**config.mk**
```make
export PLATFORM = sky130hd
export DESIGN_NAME = nearest_downscale_quantize_unit_flat
export DESIGN_NICKNAME = d
export VERILOG_FILES = /design/src/rtl/ndq_pkg.sv /design/src/rtl/ndq_if.sv /design/src/rtl/ndq_const_div.sv /design/src/rtl/ndq_cfg_regs.sv /design/src/rtl/ndq_scan.sv /design/src/rtl/ndq_quant.sv /design/src/rtl/nearest_downscale_quantize_unit.sv /design/src/flat_wrapper.sv
export SDC_FILE = /design/constraint.sdc
export NUM_CORES = 1
export LEC_CHECK = 0
export BUFFER_PORTS_ARGS = -buffer_cell sky130_fd_sc_hd__buf_2
export CAP_MARGIN = 20
export CORE_MARGIN = 8
export CORE_UTILIZATION = 55
export CTS_CLUSTER_DIAMETER = 30
export CTS_CLUSTER_SIZE = 30
export DETAILED_ROUTE_END_ITERATION = 10
export GPL_TIMING_DRIVEN = 1
export HOLD_SLACK_MARGIN = 0.12
export PLACE_DENSITY = 0.84
export SETUP_SLACK_MARGIN = 0.1
export SLEW_MARGIN = 20
export SYNTH_ARGS = -nofsm -noshare
export SYNTH_HDL_FRONTEND = slang
export SYNTH_SLANG_ARGS = --single-unit
```
**constraint.sdc**
```tcl
create_clock -name clk -period 7.85 [get_ports clk]
set_input_delay 1.1775 -clock clk [delete_from_list [all_inputs] [get_ports clk]]
set_output_delay 1.1775 -clock clk [all_outputs]
set_load 0.01 [all_outputs]
```
**src/rtl/ndq_pkg.sv**
```systemverilog
// Shared types, constants and helpers of the downscale quantize unit.
`timescale 1ns / 1ps

package ndq_pkg;

    localparam int LUMA_W      = 8;
    localparam int VALUE_W     = 8;
    localparam int COORD_W     = 7;
    localparam int DIM_CFG_W   = 12;
    localparam int GAIN_W      = 24;
    localparam int ZP_W        = 8;
    localparam int CFG_INDEX_W = 8;
    localparam int CFG_DATA_W  = 24;

    localparam int OUT_WIDTH_DEF      = 96;
    localparam int OUT_HEIGHT_DEF     = 96;
    localparam int MAX_SOURCE_DIM_DEF = 2048;

    localparam int WIDTH_RST  = 320;
    localparam int HEIGHT_RST = 240;
    localparam int GAIN_RST   = 32768;
    localparam int ZP_RST     = 0;

    typedef logic [LUMA_W-1:0]         luma_t;
    typedef logic signed [VALUE_W-1:0] value_t;
    typedef logic [COORD_W-1:0]        coord_t;
    typedef logic [GAIN_W-1:0]         gain_t;
    typedef logic signed [ZP_W-1:0]    zp_t;
    typedef logic [CFG_INDEX_W-1:0]    cfg_index_t;
    typedef logic [CFG_DATA_W-1:0]     cfg_data_t;

    localparam cfg_index_t REG_SOURCE_WIDTH  = cfg_index_t'(0);
    localparam cfg_index_t REG_SOURCE_HEIGHT = cfg_index_t'(1);
    localparam cfg_index_t REG_PIXEL_GAIN    = cfg_index_t'(2);
    localparam cfg_index_t REG_QUANT_OFFSET  = cfg_index_t'(3);

    // Result of the coordinate match for the pixel in the input register.
    typedef struct packed {
        logic   emit;
        logic   last;
        coord_t column;
        coord_t line;
    } coord_hit_t;

    function automatic int clamp_dim(input int v, input int lo, input int hi);
        int r;
        r = v;
        if (v < lo)
        begin
            r = lo;
        end
        else if (v > hi)
        begin
            r = hi;
        end
        return r;
    endfunction

endpackage

```
**src/rtl/ndq_if.sv**
```systemverilog
// Channel interfaces: pixel input, result output and configuration write.
`timescale 1ns / 1ps

interface ndq_pixel_if;
    logic          valid;
    logic          ready;
    ndq_pkg::luma_t luma;
    logic          frame_start;

    modport source (output valid, luma, frame_start, input ready);
    modport sink (input valid, luma, frame_start, output ready);
endinterface

interface ndq_result_if;
    logic            valid;
    logic            ready;
    ndq_pkg::value_t pixel_value;
    ndq_pkg::coord_t out_column;
    ndq_pkg::coord_t out_line;
    logic            frame_last;

    modport source (output valid, pixel_value, out_column, out_line, frame_last, input ready);
    modport sink (input valid, pixel_value, out_column, out_line, frame_last, output ready);
endinterface

interface ndq_cfg_if;
    logic                valid;
    logic                ready;
    ndq_pkg::cfg_index_t index;
    ndq_pkg::cfg_data_t  data;

    modport source (output valid, index, data, input ready);
    modport sink (input valid, index, data, output ready);
endinterface

```
**src/rtl/ndq_const_div.sv**
```systemverilog
// Division of a narrow unsigned value by a constant: reciprocal multiply plus one correction.
`timescale 1ns / 1ps

module ndq_const_div #(
    parameter int DIVISOR = 96,
    parameter int IN_W    = 12
) (
    input  logic [IN_W-1:0]             x,
    output logic [IN_W-1:0]             quot,
    output logic [$clog2(DIVISOR)-1:0]  rem
);

    localparam int REM_W = $clog2(DIVISOR);
    localparam int SHIFT = IN_W;
    localparam logic [IN_W-1:0] RECIP = IN_W'((2 ** SHIFT) / DIVISOR);

    logic [2*IN_W-1:0] prod;
    logic [2*IN_W-1:0] back;
    logic [IN_W-1:0]   q_est;
    logic [IN_W-1:0]   rem_full;
    logic [IN_W-1:0]   rem_fix;
    logic              corr;

    // Estimate is exact or one short, since x stays below 2^SHIFT.
    assign prod     = (2*IN_W)'(x) * (2*IN_W)'(RECIP);
    assign q_est    = prod[2*IN_W-1:IN_W];
    assign back     = (2*IN_W)'(q_est) * (2*IN_W)'(DIVISOR);
    assign rem_full = x - back[IN_W-1:0];
    assign corr     = rem_full >= IN_W'(DIVISOR);
    assign rem_fix  = corr ? (rem_full - IN_W'(DIVISOR)) : rem_full;
    assign quot     = corr ? (q_est + IN_W'(1)) : q_est;
    assign rem      = rem_fix[REM_W-1:0];

endmodule

```
**src/rtl/ndq_cfg_regs.sv**
```systemverilog
// Configuration registers with clamped source sizes held as quotient and remainder.
`timescale 1ns / 1ps

module ndq_cfg_regs #(
    parameter int OUT_WIDTH      = ndq_pkg::OUT_WIDTH_DEF,
    parameter int OUT_HEIGHT     = ndq_pkg::OUT_HEIGHT_DEF,
    parameter int MAX_SOURCE_DIM = ndq_pkg::MAX_SOURCE_DIM_DEF
) (
    input  logic                                   clk,
    input  logic                                   rst_n,
    ndq_cfg_if.sink                                cfg,
    output logic [$clog2(MAX_SOURCE_DIM+1)-1:0]    src_w,
    output logic [$clog2(MAX_SOURCE_DIM+1)-1:0]    w_quot,
    output logic [$clog2(OUT_WIDTH)-1:0]           w_rem,
    output logic [$clog2(MAX_SOURCE_DIM+1)-1:0]    h_quot,
    output logic [$clog2(OUT_HEIGHT)-1:0]          h_rem,
    output ndq_pkg::gain_t                         gain,
    output ndq_pkg::zp_t                           quant_offset
);

    localparam int DIM_W = $clog2(MAX_SOURCE_DIM + 1);
    localparam int CMP_W = (DIM_W > ndq_pkg::DIM_CFG_W) ? DIM_W : ndq_pkg::DIM_CFG_W;
    localparam int CRW   = $clog2(OUT_WIDTH);
    localparam int RRW   = $clog2(OUT_HEIGHT);

    localparam int W_RST = ndq_pkg::clamp_dim(ndq_pkg::WIDTH_RST, OUT_WIDTH, MAX_SOURCE_DIM);
    localparam int H_RST = ndq_pkg::clamp_dim(ndq_pkg::HEIGHT_RST, OUT_HEIGHT, MAX_SOURCE_DIM);

    logic [CMP_W-1:0] wr_dim;
    logic [CMP_W-1:0] w_clamp;
    logic [CMP_W-1:0] h_clamp;
    logic [DIM_W-1:0] w_new;
    logic [DIM_W-1:0] h_new;
    logic [DIM_W-1:0] w_new_quot;
    logic [DIM_W-1:0] h_new_quot;
    logic [CRW-1:0]   w_new_rem;
    logic [RRW-1:0]   h_new_rem;
    logic             wr_en;

    logic [DIM_W-1:0]  src_w_reg;
    logic [DIM_W-1:0]  w_quot_reg;
    logic [CRW-1:0]    w_rem_reg;
    logic [DIM_W-1:0]  h_quot_reg;
    logic [RRW-1:0]    h_rem_reg;
    ndq_pkg::gain_t    gain_reg;
    ndq_pkg::zp_t      quant_offset_reg;

    assign cfg.ready = 1'b1;
    assign wr_en     = cfg.valid && cfg.ready;
    assign wr_dim    = CMP_W'(cfg.data[ndq_pkg::DIM_CFG_W-1:0]);

    always_comb
    begin
        if (wr_dim < CMP_W'(OUT_WIDTH))
        begin
            w_clamp = CMP_W'(OUT_WIDTH);
        end
        else if (wr_dim > CMP_W'(MAX_SOURCE_DIM))
        begin
            w_clamp = CMP_W'(MAX_SOURCE_DIM);
        end
        else
        begin
            w_clamp = wr_dim;
        end

        if (wr_dim < CMP_W'(OUT_HEIGHT))
        begin
            h_clamp = CMP_W'(OUT_HEIGHT);
        end
        else if (wr_dim > CMP_W'(MAX_SOURCE_DIM))
        begin
            h_clamp = CMP_W'(MAX_SOURCE_DIM);
        end
        else
        begin
            h_clamp = wr_dim;
        end
    end

    assign w_new = DIM_W'(w_clamp);
    assign h_new = DIM_W'(h_clamp);

    ndq_const_div #(
        .DIVISOR (OUT_WIDTH),
        .IN_W    (DIM_W)
    ) u_w_div (
        .x    (w_new),
        .quot (w_new_quot),
        .rem  (w_new_rem)
    );

    ndq_const_div #(
        .DIVISOR (OUT_HEIGHT),
        .IN_W    (DIM_W)
    ) u_h_div (
        .x    (h_new),
        .quot (h_new_quot),
        .rem  (h_new_rem)
    );

    always_ff @(posedge clk or negedge rst_n)
    begin
        if (!rst_n)
        begin
            src_w_reg        <= DIM_W'(W_RST);
            w_quot_reg       <= DIM_W'(W_RST / OUT_WIDTH);
            w_rem_reg        <= CRW'(W_RST % OUT_WIDTH);
            h_quot_reg       <= DIM_W'(H_RST / OUT_HEIGHT);
            h_rem_reg        <= RRW'(H_RST % OUT_HEIGHT);
            gain_reg         <= ndq_pkg::gain_t'(ndq_pkg::GAIN_RST);
            quant_offset_reg <= ndq_pkg::zp_t'(ndq_pkg::ZP_RST);
        end
        else if (wr_en)
        begin
            case (cfg.index)
                ndq_pkg::REG_SOURCE_WIDTH:
                begin
                    src_w_reg  <= w_new;
                    w_quot_reg <= w_new_quot;
                    w_rem_reg  <= w_new_rem;
                end
                ndq_pkg::REG_SOURCE_HEIGHT:
                begin
                    h_quot_reg <= h_new_quot;
                    h_rem_reg  <= h_new_rem;
                end
                ndq_pkg::REG_PIXEL_GAIN:
                begin
                    gain_reg <= cfg.data[ndq_pkg::GAIN_W-1:0];
                end
                ndq_pkg::REG_QUANT_OFFSET:
                begin
                    quant_offset_reg <= ndq_pkg::zp_t'(cfg.data[ndq_pkg::ZP_W-1:0]);
                end
                default:
                begin
                    // drop writes to unknown indexes
                end
            endcase
        end
    end

    assign src_w        = src_w_reg;
    assign w_quot       = w_quot_reg;
    assign w_rem        = w_rem_reg;
    assign h_quot       = h_quot_reg;
    assign h_rem        = h_rem_reg;
    assign gain         = gain_reg;
    assign quant_offset = quant_offset_reg;

endmodule

```
**src/rtl/ndq_scan.sv**
```systemverilog
// Source and output coordinate tracking; flags source pixels that land on the output grid.
`timescale 1ns / 1ps

module ndq_scan #(
    parameter int OUT_WIDTH      = ndq_pkg::OUT_WIDTH_DEF,
    parameter int OUT_HEIGHT     = ndq_pkg::OUT_HEIGHT_DEF,
    parameter int MAX_SOURCE_DIM = ndq_pkg::MAX_SOURCE_DIM_DEF
) (
    input  logic                                   clk,
    input  logic                                   rst_n,
    input  logic                                   advance,
    input  logic                                   frame_start,
    input  logic [$clog2(MAX_SOURCE_DIM+1)-1:0]    src_w,
    input  logic [$clog2(MAX_SOURCE_DIM+1)-1:0]    w_quot,
    input  logic [$clog2(OUT_WIDTH)-1:0]           w_rem,
    input  logic [$clog2(MAX_SOURCE_DIM+1)-1:0]    h_quot,
    input  logic [$clog2(OUT_HEIGHT)-1:0]          h_rem,
    output ndq_pkg::coord_hit_t                    hit
);

    localparam int DIM_W = $clog2(MAX_SOURCE_DIM + 1);
    localparam int CNT_W = $clog2(MAX_SOURCE_DIM);
    localparam int OCW   = $clog2(OUT_WIDTH);
    localparam int ORW   = $clog2(OUT_HEIGHT + 1);
    localparam int CRW   = $clog2(OUT_WIDTH);
    localparam int RRW   = $clog2(OUT_HEIGHT);

    logic [CNT_W-1:0] src_col_reg, src_col_next, e_src_col;
    logic [CNT_W-1:0] src_row_reg, src_row_next, e_src_row;
    logic [OCW-1:0]   ocol_reg, ocol_next, e_ocol;
    logic [ORW-1:0]   orow_reg, orow_next, e_orow;
    logic [DIM_W-1:0] cq_reg, cq_next, e_cq;
    logic [CRW-1:0]   cr_reg, cr_next, e_cr;
    logic [DIM_W-1:0] rq_reg, rq_next, e_rq;
    logic [RRW-1:0]   rr_reg, rr_next, e_rr;

    logic [CRW:0]     col_rsum;
    logic [RRW:0]     row_rsum;
    logic             col_carry;
    logic             row_carry;
    logic             emit;
    logic             col_end;
    logic             src_wrap;

    // A flagged pixel sees the counters as cleared.
    assign e_src_col = frame_start ? '0 : src_col_reg;
    assign e_src_row = frame_start ? '0 : src_row_reg;
    assign e_ocol    = frame_start ? '0 : ocol_reg;
    assign e_orow    = frame_start ? '0 : orow_reg;
    assign e_cq      = frame_start ? '0 : cq_reg;
    assign e_cr      = frame_start ? '0 : cr_reg;
    assign e_rq      = frame_start ? '0 : rq_reg;
    assign e_rr      = frame_start ? '0 : rr_reg;

    assign emit = (e_orow < ORW'(OUT_HEIGHT))
               && (DIM_W'(e_src_row) == e_rq)
               && (DIM_W'(e_src_col) == e_cq);

    assign col_end  = e_ocol == OCW'(OUT_WIDTH - 1);
    assign src_wrap = (DIM_W'(e_src_col) + DIM_W'(1)) >= src_w;

    assign col_rsum  = (CRW+1)'(e_cr) + (CRW+1)'(w_rem);
    assign col_carry = col_rsum >= (CRW+1)'(OUT_WIDTH);
    assign row_rsum  = (RRW+1)'(e_rr) + (RRW+1)'(h_rem);
    assign row_carry = row_rsum >= (RRW+1)'(OUT_HEIGHT);

    always_comb
    begin
        ocol_next = e_ocol;
        orow_next = e_orow;
        cq_next   = e_cq;
        cr_next   = e_cr;
        rq_next   = e_rq;
        rr_next   = e_rr;

        if (emit)
        begin
            if (col_end)
            begin
                ocol_next = '0;
                cq_next   = '0;
                cr_next   = '0;
                orow_next = e_orow + ORW'(1);
                // accumulate the row target as quotient and remainder
                if (row_carry)
                begin
                    rq_next = e_rq + h_quot + DIM_W'(1);
                    rr_next = RRW'(row_rsum - (RRW+1)'(OUT_HEIGHT));
                end
                else
                begin
                    rq_next = e_rq + h_quot;
                    rr_next = RRW'(row_rsum);
                end
            end
            else
            begin
                ocol_next = e_ocol + OCW'(1);
                if (col_carry)
                begin
                    cq_next = e_cq + w_quot + DIM_W'(1);
                    cr_next = CRW'(col_rsum - (CRW+1)'(OUT_WIDTH));
                end
                else
                begin
                    cq_next = e_cq + w_quot;
                    cr_next = CRW'(col_rsum);
                end
            end
        end

        if (src_wrap)
        begin
            src_col_next = '0;
            src_row_next = (e_src_row < CNT_W'(MAX_SOURCE_DIM - 1))
                         ? (e_src_row + CNT_W'(1)) : e_src_row;
        end
        else
        begin
            src_col_next = e_src_col + CNT_W'(1);
            src_row_next = e_src_row;
        end
    end

    always_ff @(posedge clk or negedge rst_n)
    begin
        if (!rst_n)
        begin
            src_col_reg <= '0;
            src_row_reg <= '0;
            ocol_reg    <= '0;
            orow_reg    <= '0;
            cq_reg      <= '0;
            cr_reg      <= '0;
            rq_reg      <= '0;
            rr_reg      <= '0;
        end
        else if (advance)
        begin
            src_col_reg <= src_col_next;
            src_row_reg <= src_row_next;
            ocol_reg    <= ocol_next;
            orow_reg    <= orow_next;
            cq_reg      <= cq_next;
            cr_reg      <= cr_next;
            rq_reg      <= rq_next;
            rr_reg      <= rr_next;
        end
    end

    assign hit.emit   = emit;
    assign hit.last   = col_end && (e_orow == ORW'(OUT_HEIGHT - 1));
    assign hit.column = ndq_pkg::coord_t'(e_ocol);
    assign hit.line   = ndq_pkg::coord_t'(e_orow);

endmodule

```
**src/rtl/ndq_quant.sv**
```systemverilog
// Int8 quantizer: Q16 gain, round half away from zero, zero point, saturation.
`timescale 1ns / 1ps

module ndq_quant (
    input  ndq_pkg::luma_t  luma,
    input  ndq_pkg::gain_t  gain,
    input  ndq_pkg::zp_t    quant_offset,
    output ndq_pkg::value_t value
);

    localparam int PROD_W = ndq_pkg::LUMA_W + ndq_pkg::GAIN_W;
    localparam int RND_W  = PROD_W - 15;
    localparam int SUM_W  = RND_W + 2;

    logic [ndq_pkg::LUMA_W-1:0] mag;
    logic [PROD_W-1:0]          prod;
    logic [PROD_W:0]            prod_rnd;
    logic [RND_W-1:0]           rounded;
    logic                       neg;
    logic signed [SUM_W-1:0]    r_s;
    logic signed [SUM_W-1:0]    q_s;

    // |2y-255| is always odd: the upper seven bits are the lower seven bits of y, inverted when y is below 128.
    assign neg = ~luma[ndq_pkg::LUMA_W-1];
    assign mag = {neg ? ~luma[ndq_pkg::LUMA_W-2:0] : luma[ndq_pkg::LUMA_W-2:0], 1'b1};

    assign prod     = PROD_W'(mag) * PROD_W'(gain);
    assign prod_rnd = (PROD_W+1)'(prod) + (PROD_W+1)'(32768);
    assign rounded  = prod_rnd[PROD_W:16];
    assign r_s      = $signed({2'b00, rounded});
    assign q_s      = (neg ? -r_s : r_s) + SUM_W'(quant_offset);

    always_comb
    begin
        if (q_s > SUM_W'(127))
        begin
            value = ndq_pkg::value_t'(127);
        end
        else if (q_s < -SUM_W'(128))
        begin
            value = ndq_pkg::value_t'(-128);
        end
        else
        begin
            value = ndq_pkg::value_t'(q_s[ndq_pkg::VALUE_W-1:0]);
        end
    end

endmodule

```
**src/rtl/nearest_downscale_quantize_unit.sv**
```systemverilog
// Top level of the nearest-neighbour downscaler with int8 quantizer.
`timescale 1ns / 1ps

// Takes one source luma byte per clock in raster order and keeps that rate as long as
// results are taken: each pixel passes an input register, the combinational coordinate
// match and quantization, and a result register. Pixels that do not land on the output
// grid produce nothing. The per-cycle work is set by the 8x24 gain multiplier of the
// quantizer and the quotient/remainder target compare of the scan logic. While a result
// waits on results, pixels off the grid keep flowing; the next selected pixel holds in
// the input register and stalls pixels until the waiting result is taken. The
// configuration channel is always ready; a size write is clamped and split into quotient
// and remainder by the output size as it is stored, and takes effect on the next target
// step.
module nearest_downscale_quantize_unit #(
    parameter int OUT_WIDTH      = ndq_pkg::OUT_WIDTH_DEF,
    parameter int OUT_HEIGHT     = ndq_pkg::OUT_HEIGHT_DEF,
    parameter int MAX_SOURCE_DIM = ndq_pkg::MAX_SOURCE_DIM_DEF
) (
    input  logic           clk,
    input  logic           rst_n,
    ndq_pixel_if.sink      pixels,
    ndq_result_if.source   results,
    ndq_cfg_if.sink        cfg
);

    localparam int DIM_W = $clog2(MAX_SOURCE_DIM + 1);
    localparam int CRW   = $clog2(OUT_WIDTH);
    localparam int RRW   = $clog2(OUT_HEIGHT);

    logic [DIM_W-1:0]     src_w;
    logic [DIM_W-1:0]     w_quot;
    logic [CRW-1:0]       w_rem;
    logic [DIM_W-1:0]     h_quot;
    logic [RRW-1:0]       h_rem;
    ndq_pkg::gain_t       gain;
    ndq_pkg::zp_t         quant_offset;

    logic                 s1_valid_reg;
    ndq_pkg::luma_t       s1_luma_reg;
    logic                 s1_start_reg;

    logic                 res_valid_reg;
    ndq_pkg::value_t      res_value_reg;
    ndq_pkg::coord_t      res_column_reg;
    ndq_pkg::coord_t      res_line_reg;
    logic                 res_last_reg;

    ndq_pkg::coord_hit_t  hit;
    ndq_pkg::value_t      q_value;
    logic                 advance;
    logic                 in_take;

    ndq_cfg_regs #(
        .OUT_WIDTH      (OUT_WIDTH),
        .OUT_HEIGHT     (OUT_HEIGHT),
        .MAX_SOURCE_DIM (MAX_SOURCE_DIM)
    ) u_cfg (
        .clk          (clk),
        .rst_n        (rst_n),
        .cfg          (cfg),
        .src_w        (src_w),
        .w_quot       (w_quot),
        .w_rem        (w_rem),
        .h_quot       (h_quot),
        .h_rem        (h_rem),
        .gain         (gain),
        .quant_offset (quant_offset)
    );

    ndq_scan #(
        .OUT_WIDTH      (OUT_WIDTH),
        .OUT_HEIGHT     (OUT_HEIGHT),
        .MAX_SOURCE_DIM (MAX_SOURCE_DIM)
    ) u_scan (
        .clk         (clk),
        .rst_n       (rst_n),
        .advance     (advance),
        .frame_start (s1_start_reg),
        .src_w       (src_w),
        .w_quot      (w_quot),
        .w_rem       (w_rem),
        .h_quot      (h_quot),
        .h_rem       (h_rem),
        .hit         (hit)
    );

    ndq_quant u_quant (
        .luma         (s1_luma_reg),
        .gain         (gain),
        .quant_offset (quant_offset),
        .value        (q_value)
    );

    // Hold the input register only when it carries a result and the output is stalled.
    assign advance      = s1_valid_reg && (!hit.emit || !res_valid_reg || results.ready);
    assign pixels.ready = !s1_valid_reg || advance;
    assign in_take      = pixels.valid && pixels.ready;

    always_ff @(posedge clk or negedge rst_n)
    begin
        if (!rst_n)
        begin
            s1_valid_reg <= 1'b0;
        end
        else if (in_take)
        begin
            s1_valid_reg <= 1'b1;
        end
        else if (advance)
        begin
            s1_valid_reg <= 1'b0;
        end
    end

    always_ff @(posedge clk)
    begin
        if (in_take)
        begin
            s1_luma_reg  <= pixels.luma;
            s1_start_reg <= pixels.frame_start;
        end
    end

    always_ff @(posedge clk or negedge rst_n)
    begin
        if (!rst_n)
        begin
            res_valid_reg <= 1'b0;
        end
        else if (advance && hit.emit)
        begin
            res_valid_reg <= 1'b1;
        end
        else if (results.ready)
        begin
            res_valid_reg <= 1'b0;
        end
    end

    always_ff @(posedge clk)
    begin
        if (advance && hit.emit)
        begin
            res_value_reg  <= q_value;
            res_column_reg <= hit.column;
            res_line_reg   <= hit.line;
            res_last_reg   <= hit.last;
        end
    end

    assign results.valid       = res_valid_reg;
    assign results.pixel_value = res_value_reg;
    assign results.out_column  = res_column_reg;
    assign results.out_line    = res_line_reg;
    assign results.frame_last  = res_last_reg;

endmodule

```
**src/flat_wrapper.sv**
```systemverilog
// flat-port wrapper written by rule: the top's interface ports become plain ports
module nearest_downscale_quantize_unit_flat 
#(
    parameter int OUT_WIDTH      = ndq_pkg::OUT_WIDTH_DEF,
    parameter int OUT_HEIGHT     = ndq_pkg::OUT_HEIGHT_DEF,
    parameter int MAX_SOURCE_DIM = ndq_pkg::MAX_SOURCE_DIM_DEF
)
  (clk, rst_n, pixels_valid, pixels_luma, pixels_frame_start, pixels_ready, results_valid, results_pixel_value, results_out_column, results_out_line, results_frame_last, results_ready, cfg_valid, cfg_index, cfg_data, cfg_ready);
  ndq_pixel_if pixels_i ();
  ndq_result_if results_i ();
  ndq_cfg_if cfg_i ();
  input  logic clk;
  input  logic rst_n;
  input wire logic [$bits(pixels_i.valid)-1:0] pixels_valid;
  input wire logic [$bits(pixels_i.luma)-1:0] pixels_luma;
  input wire logic [$bits(pixels_i.frame_start)-1:0] pixels_frame_start;
  output wire logic [$bits(pixels_i.ready)-1:0] pixels_ready;
  output wire logic [$bits(results_i.valid)-1:0] results_valid;
  output wire logic [$bits(results_i.pixel_value)-1:0] results_pixel_value;
  output wire logic [$bits(results_i.out_column)-1:0] results_out_column;
  output wire logic [$bits(results_i.out_line)-1:0] results_out_line;
  output wire logic [$bits(results_i.frame_last)-1:0] results_frame_last;
  input wire logic [$bits(results_i.ready)-1:0] results_ready;
  input wire logic [$bits(cfg_i.valid)-1:0] cfg_valid;
  input wire logic [$bits(cfg_i.index)-1:0] cfg_index;
  input wire logic [$bits(cfg_i.data)-1:0] cfg_data;
  output wire logic [$bits(cfg_i.ready)-1:0] cfg_ready;
  assign pixels_i.valid = pixels_valid;
  assign pixels_i.luma = pixels_luma;
  assign pixels_i.frame_start = pixels_frame_start;
  assign pixels_ready = pixels_i.ready;
  assign results_valid = results_i.valid;
  assign results_pixel_value = results_i.pixel_value;
  assign results_out_column = results_i.out_column;
  assign results_out_line = results_i.out_line;
  assign results_frame_last = results_i.frame_last;
  assign results_i.ready = results_ready;
  assign cfg_i.valid = cfg_valid;
  assign cfg_i.index = cfg_index;
  assign cfg_i.data = cfg_data;
  assign cfg_ready = cfg_i.ready;
  nearest_downscale_quantize_unit #(.OUT_WIDTH(OUT_WIDTH), .OUT_HEIGHT(OUT_HEIGHT), .MAX_SOURCE_DIM(MAX_SOURCE_DIM)) u_core (.clk(clk), .rst_n(rst_n), .pixels(pixels_i), .results(results_i), .cfg(cfg_i));
endmodule
```
# Word-level counts from Yosys, hierarchy flattened

Cells that the tools add are included.

Add/subtract/negate cells: 19
Multipliers: 3
$lt $le $gt $ge: 10
Equality and inequality tests: 7
Multiplexer cells: 38
Bitwise operators: 1
Reductions and logical operators: 19

Operator list:

| cell                                                                | number |
|---|---|
| 2-to-1 mux 12 bit                                                   | 11 |
| 2-to-1 mux 7 bit                                                    | 16 |
| 2-to-1 mux 11 bit                                                   | 5 |
| adder 32 x 16 -> 33 bit (second input constant)                     | 1 |
| multiplier 8 x 24 -> 32 bit                                         | 1 |
| adder 12 x 1 -> 12 bit (second input constant)                      | 2 |
| adder 12 bit                                                        | 2 |
| equality test 11 x 12 -> 1 bit                                      | 2 |
| adder 11 x 1 -> 11 bit (second input constant)                      | 2 |
| subtractor 7 bit (second input constant)                            | 3 |
| adder 19 x 8 -> 19 bit                                              | 1 |
| > comparator 19 x 8 -> 1 bit (second input constant)                | 1 |
| less-than comparator 19 x 8 -> 1 bit (second input constant)        | 1 |
| 2-to-1 mux 19 bit                                                   | 1 |
| negation 17 -> 19 bit                                               | 1 |
| multiplier 12 x 5 -> 17 bit (second input constant)                 | 1 |
| adder 7 x 7 -> 8 bit                                                | 2 |
| equality test 8 x 2 -> 1 bit (second input constant)                | 2 |
| greater-or-equal comparator 8 x 7 -> 1 bit (second input constant)  | 2 |
| adder 7 x 1 -> 7 bit (second input constant)                        | 2 |
| equality test 7 bit (second input constant)                         | 2 |
| adder 11 x 1 -> 12 bit (second input constant)                      | 1 |
| greater-or-equal comparator 12 bit                                  | 1 |
| greater-or-equal comparator 12 x 7 -> 1 bit (second input constant) | 1 |
| 17 further kinds                                                    | 33 |

Flip-flop bits (word level): 190
Input port bits: 46
Output and inout bits: 26
Word-level logic and storage cells: 120

# Longest topological paths before layout

Depth after elaboration: 11
Depth in mapped cells: 36
Depth with buffers taken out: 33

# Cells and area by module

From an unflattened synthesis, not the netlist that was laid out.

Cells, all modules: 2459
Area total of the unflattened synthesis: 22660.5 µm²

Modules (own cells, without submodules):

| module                          | instances | cells an instance | area an instance (µm²) | seq. area each (µm²) |
|---|---|---|---|---|
| ndq_quant                       | 1         | 988               | 8069.0                 | 0.0 |
| ndq_scan                        | 1         | 819               | 6797.8                 | 1851.8 |
| ndq_const_div                   | 2         | 204               | 1730.4                 | 0.0 |
| ndq_cfg_regs                    | 1         | 202               | 3250.6                 | 2063.2 |
| nearest_downscale_quantize_unit | 1         | 42                | 1082.3                 | 1011.0 |

# Worst setup path after synthesis

Ideal clock, no wire load.

Path kind: reg2reg
Start: register u_core.s1_luma_reg[7]
End: register u_core.res_value_reg[4] (netlist: u_core.results.pixel_value[4]) (data pin)
Setup time: 0.134 ns
Arrival time: 8.314 ns
Data required time: 7.716 ns
Setup slack: -0.598 ns
Cell stages (with the launch flop): 34
Buffers on the path: 3
Period minus slack after synthesis: 8.448 ns
Path through: edfxtp_1 buf_2 clkbuf_1 xnor2_1 clkbuf_1 and2_1 fa_1 fa_1 fa_1 inv_1 fa_1 inv_1 ha_1 a21oi_1 a21bo_2 a21oi_1 nand2_1 a21oi_1 mux2i_1 and4_1 nor2b_1 a31oi_1 xor2_1 ha_1 a21oi_1 o21ai_1 nor4_4 o31a_2 nor2_1 or4b_1 or4_1 o221a_4 nand2_4 a32o_1

Cells in the longest elaborated chain, start to end: 8
Elaborated cells on any way between the ends: 9
Those cells by class: add/sub (3); mul (1); order compare (2); mux (3)

Ends and longest elaborated chain:

| what                                 | RTL line                               | RTL |
|---|---|---|
| start: declaration                   | nearest_downscale_quantize_unit.sv:39  | `ndq_pkg::luma_t s1_luma_reg;` |
| start signal: assignment             | nearest_downscale_quantize_unit.sv:119 | `s1_luma_reg <= pixels.luma;` |
| 2-to-1 mux 7 bit                     | ndq_quant.sv:25                        | `assign mag = {neg ? ~luma[ndq_pkg::LUMA_W-2:0] : luma[ndq_pkg::LUMA_W-2:0], 1'b1};` |
| multiplier 8 x 24 -> 32 bit          | ndq_quant.sv:27                        | `assign prod = PROD_W'(mag) * PROD_W'(gain);` |
| adder 32 x 16 -> 33 bit              | ndq_quant.sv:28                        | `assign prod_rnd = (PROD_W+1)'(prod) + (PROD_W+1)'(32768);` |
| negation 17 -> 19 bit                | ndq_quant.sv:31                        | `assign q_s = (neg ? -r_s : r_s) + SUM_W'(quant_offset);` |
| 2-to-1 mux 19 bit (*)                | ndq_quant.sv:31                        |  |
| adder 19 x 8 -> 19 bit (*)           | ndq_quant.sv:31                        |  |
| less-than comparator 19 x 8 -> 1 bit | ndq_quant.sv:39                        | `else if (q_s < -SUM_W'(128))` |
| 2-to-1 mux 8 bit                     | ndq_quant.sv:39                        |  |
| end signal: assignment               | nearest_downscale_quantize_unit.sv:144 | `res_value_reg <= q_value;` |
| end: declaration                     | nearest_downscale_quantize_unit.sv:43  | `ndq_pkg::value_t res_value_reg;` |

Mark *: on every way between the ends. The rest lies on a longest branch, timed or not.
A chain may end at the register's enable or synchronous reset.

# Worst setup path after layout

Ends and elaborated chain as after synthesis.

==> impl_metrics.toml <==
[power]
comb_power_share_pct = 52.5
worst_ir_drop_vdd_mv = 0.144
leakagePower_nw = 10.7
seq_power_share_pct = 26.5
power.density_cell_area_nw_per_um2 = 189
power.switching_fraction_pct = 39.4
int_pwr_mw = 2.55
total_switching_power_mw = 1.66
power.clock.fraction_pct = 21.0

[timing]
drv_slew = 0
post_route_setup_tns_ns = -3.93
worst-slew-pin-transition_ns = 0.972
finalCritPeriodShare_pct = 107
max_slew_margin_pct = 34.6
fmax_mhz = 119
post-route-min-period_ns = 8.40
largest_clock_skew_in_the_final_design_ns = 0.0133
rsz0062_at_grt = "true"
report.final.setup_viol = 8
worst_slack_ns = -0.547
timing_hold_violations_final = 0

[run]
timing.max_cap.violations = 0

[cts]
cts.path.max_buffers = 2
clock_sink_count = 175
cts_hold_repair.buffers = 0
cts_made_buffers = 17
cts-htree-levels = 4
clk_pin_slew_worst_paths_ns = 0.07
cts_tree = "done"
root_buffer = "sky130_fd_sc_hd__clkbuf_16"
clk-insertion-delay-late_ns = 0.44

[floorplan]
floorplan.initialDensity_pct = 55.5
core_um2 = 33300
die_x_um = 199
floorplan.rows = 67
chipHeight_um = 199
floorplan.die_area_um2 = 39700
pin_count = 72

[final_layout]
nNetsFinal = 2595
fillers = 2352
stdcell_count = 2682
final_cell_mix = "sky130_fd_sc_hd__inv_1, sky130_fd_sc_hd__nand2_1, sky130_fd_sc_hd__buf_4"
mostFrequentLayoutCell = "sky130_fd_sc_hd__inv_1"
postLayoutCoreUtil_pct = 66.9
number_of_flip_flops_under_the_largest_register_name = 24
area.growth.synth_to_final_pct = 20.4
layout-drive-gt1-share_pct = 22.9

[critical_path]
cp-end-kind = "register"
slowest_cell_delay_on_critical_path_ns = 0.65
cp_launch_type = "register"
crit_path_buf_inv_count = 6
worst_path_dominant_cell_family = "adder cells"
timing_worst_setup_path_type = "register to register"
cpMaxStageDelayCell = "sky130_fd_sc_hd__fa_1"
critical-path-top-cell-by-count = "sky130_fd_sc_hd__fa_1"
critPathMaxFanout = 7
worst-endpoint-arrival_ns = 8.71
worst-endpoint-required_ns = 8.16

[routing]
firstDrtPassIters = 5
drtAntennaViolNets = 0
detail_route.iter0.violations = 1179
wl_per_cell_um = 18.3
finalWirelength_um = 49100
remaining_drc_errors = 0
vias_per_cell = 5.76
num_vias = 15400

[yosys]
post_synth_num_cell_types = 89
syn-cell-area_um2 = 18500
synth_simple_gate_area_share_pct = 18.0
sequential_cell_area_fraction_in_the_yosys_report_pct = 24.6
yosys_warnings = 0
edff_count_synth = 32
avg_synthesized_cell_area_um2 = 9.28
number_of_nets_in_the_synthesized_netlist = 2368
synth_top_family_by_area = "adder cells"
asyncSetResetFlopFracSynth_pct = 81.7
yosys.area_share.xor_xnor_pct = 7.56
synth_compound_gate_area_share_pct = 12.3
yosys_register_bits = 175
postSynthCellCount = 1991
synthFlopType = "sky130_fd_sc_hd__dfrtp_1"
synth.mux.area_fraction_pct = 2.99
synth-adder-area-share_pct = 28.3

[grt]
global_route_wire_length_before_repair_um = 78800
grt_remaining_overflow = 0
grt.total_usage_pct = 24.4
first_global_vias = 16100
maximum_number_of_pins_on_one_net_before_global_route_repair = 75
number_of_antenna_violations_at_the_first_check_in_global_routing = 6

[placed_design]
dp.final_hpwl_um = 35900
gp_congestion = 0.897
place.port_buffers = 70
placedCellCount = 2603

[status]
violations = "negative setup slack"
outcome = "finished with violations"

[worst_hold_path]
hold_path.class = "register to register"
## power by group through the flow
stage	Sequential [mW]	Clock [mW]	Combinational [mW]
after floorplan	1.12	0	1.28
after global placement	1.13	0	1.83
after detailed placement	1.13	0	1.91
after CTS	1.12	0.893	2.05
after global routing	1.13	0.928	2.40
final	1.12	0.882	2.21
## repair_timing
item,CTS,global route
gates resized for setup,57,61
setup buffers,25,17
pin swaps,57,31
endpoints found under the setup margin,8,22
gates cloned,1,1
## through the flow
step / setup WS [ns] / power (mW) / area, µm² / hold WS [ns]
detailed placement: -0.577 / 3.04 / 20800 / 0.457
global placement: -0.312 / 2.96 / 20800 / 0.446
floorplan: 0.0817 / 2.39 / 19000 / 0.431
finish: -0.547 / 4.21 / 22300 / 0.469
CTS: -0.317 / 4.06 / 21800 / 0.471
global route: -0.861 / 4.46 / 22300 / 0.490
## kinds of logic after synthesis
family | Yosys count
buf+inv | 306
other cells | 1
mux | 50
compound gates | 344
xor+xnor | 155
fa+ha+maj | 331
flops | 175
simple gates | 629
## path summary, 6_finish.rpt
kind,to,cells past startpoint,start,slack [ns]
max,u_core.results.pixel_value[4],33,u_core.s1_luma_reg[7],-0.55
min,u_core.u_scan.cr_reg[4],2,u_core.u_scan.cr_reg[4],0.47
max reg2reg,u_core.results.pixel_value[4],33,u_core.s1_luma_reg[7],-0.55
min reg2reg,u_core.u_scan.cr_reg[4],2,u_core.u_scan.cr_reg[4],0.47
max in group asynchronous,u_core.u_scan.cr_reg[4],2,rst_n,5.70
min in group asynchronous,u_core.u_scan.orow_reg[4],1,rst_n,0.77
## final cells by class
class | instances | area [µm²] | share of cell area, %
Multi-Input combinational cell | 1510 | 13700 | 61.4
Sequential cell | 175 | 4550 | 20.4
Timing Repair Buffer | 266 | 1950 | 8.75
Inverter | 248 | 931 | 4.18
Tap cell | 448 | 561 | 2.52
Clock buffer | 21 | 482 | 2.16
Clock inverter | 11 | 123 | 0.551
Antenna cell | 3 | 7.51 | 0.0337
## worst min-delay path, delay by kind of cell (launching register included)
family / cells / cell delay [ns]
and+or+nand+nor: 1 / 0.05
DFF: 1 / 0.33
AOI/OAI and AO/OA: 1 / 0.05
## metal layers
layer	wire length (µm)	part of all wire (%)	vias up	GRT usage [%]
li1	-	-	7147	-
met1	19900	41	7542	31.2
met2	23500	48	611	39.9
met3	3420	7.0	138	4.21
met4	2230	4.5	6	11.3
met5	37	0.075	-	0
## cell usage after synthesis, types with 48 or more instances
cell type,instances,area [µm²]
sky130_fd_sc_hd__inv_1,246,923
sky130_fd_sc_hd__nand2_1,204,766
sky130_fd_sc_hd__ha_1,187,2340
sky130_fd_sc_hd__fa_1,144,2880
sky130_fd_sc_hd__dfrtp_1,134,3350
sky130_fd_sc_hd__and2_1,122,763
sky130_fd_sc_hd__xnor2_1,105,920
sky130_fd_sc_hd__o21ai_0,92,460
sky130_fd_sc_hd__a21oi_1,71,355
sky130_fd_sc_hd__nor2_1,67,251
sky130_fd_sc_hd__nor2b_1,60,375
sky130_fd_sc_hd__clkbuf_1,48,180
Note: power is estimated with default switching activity, not from simulation.
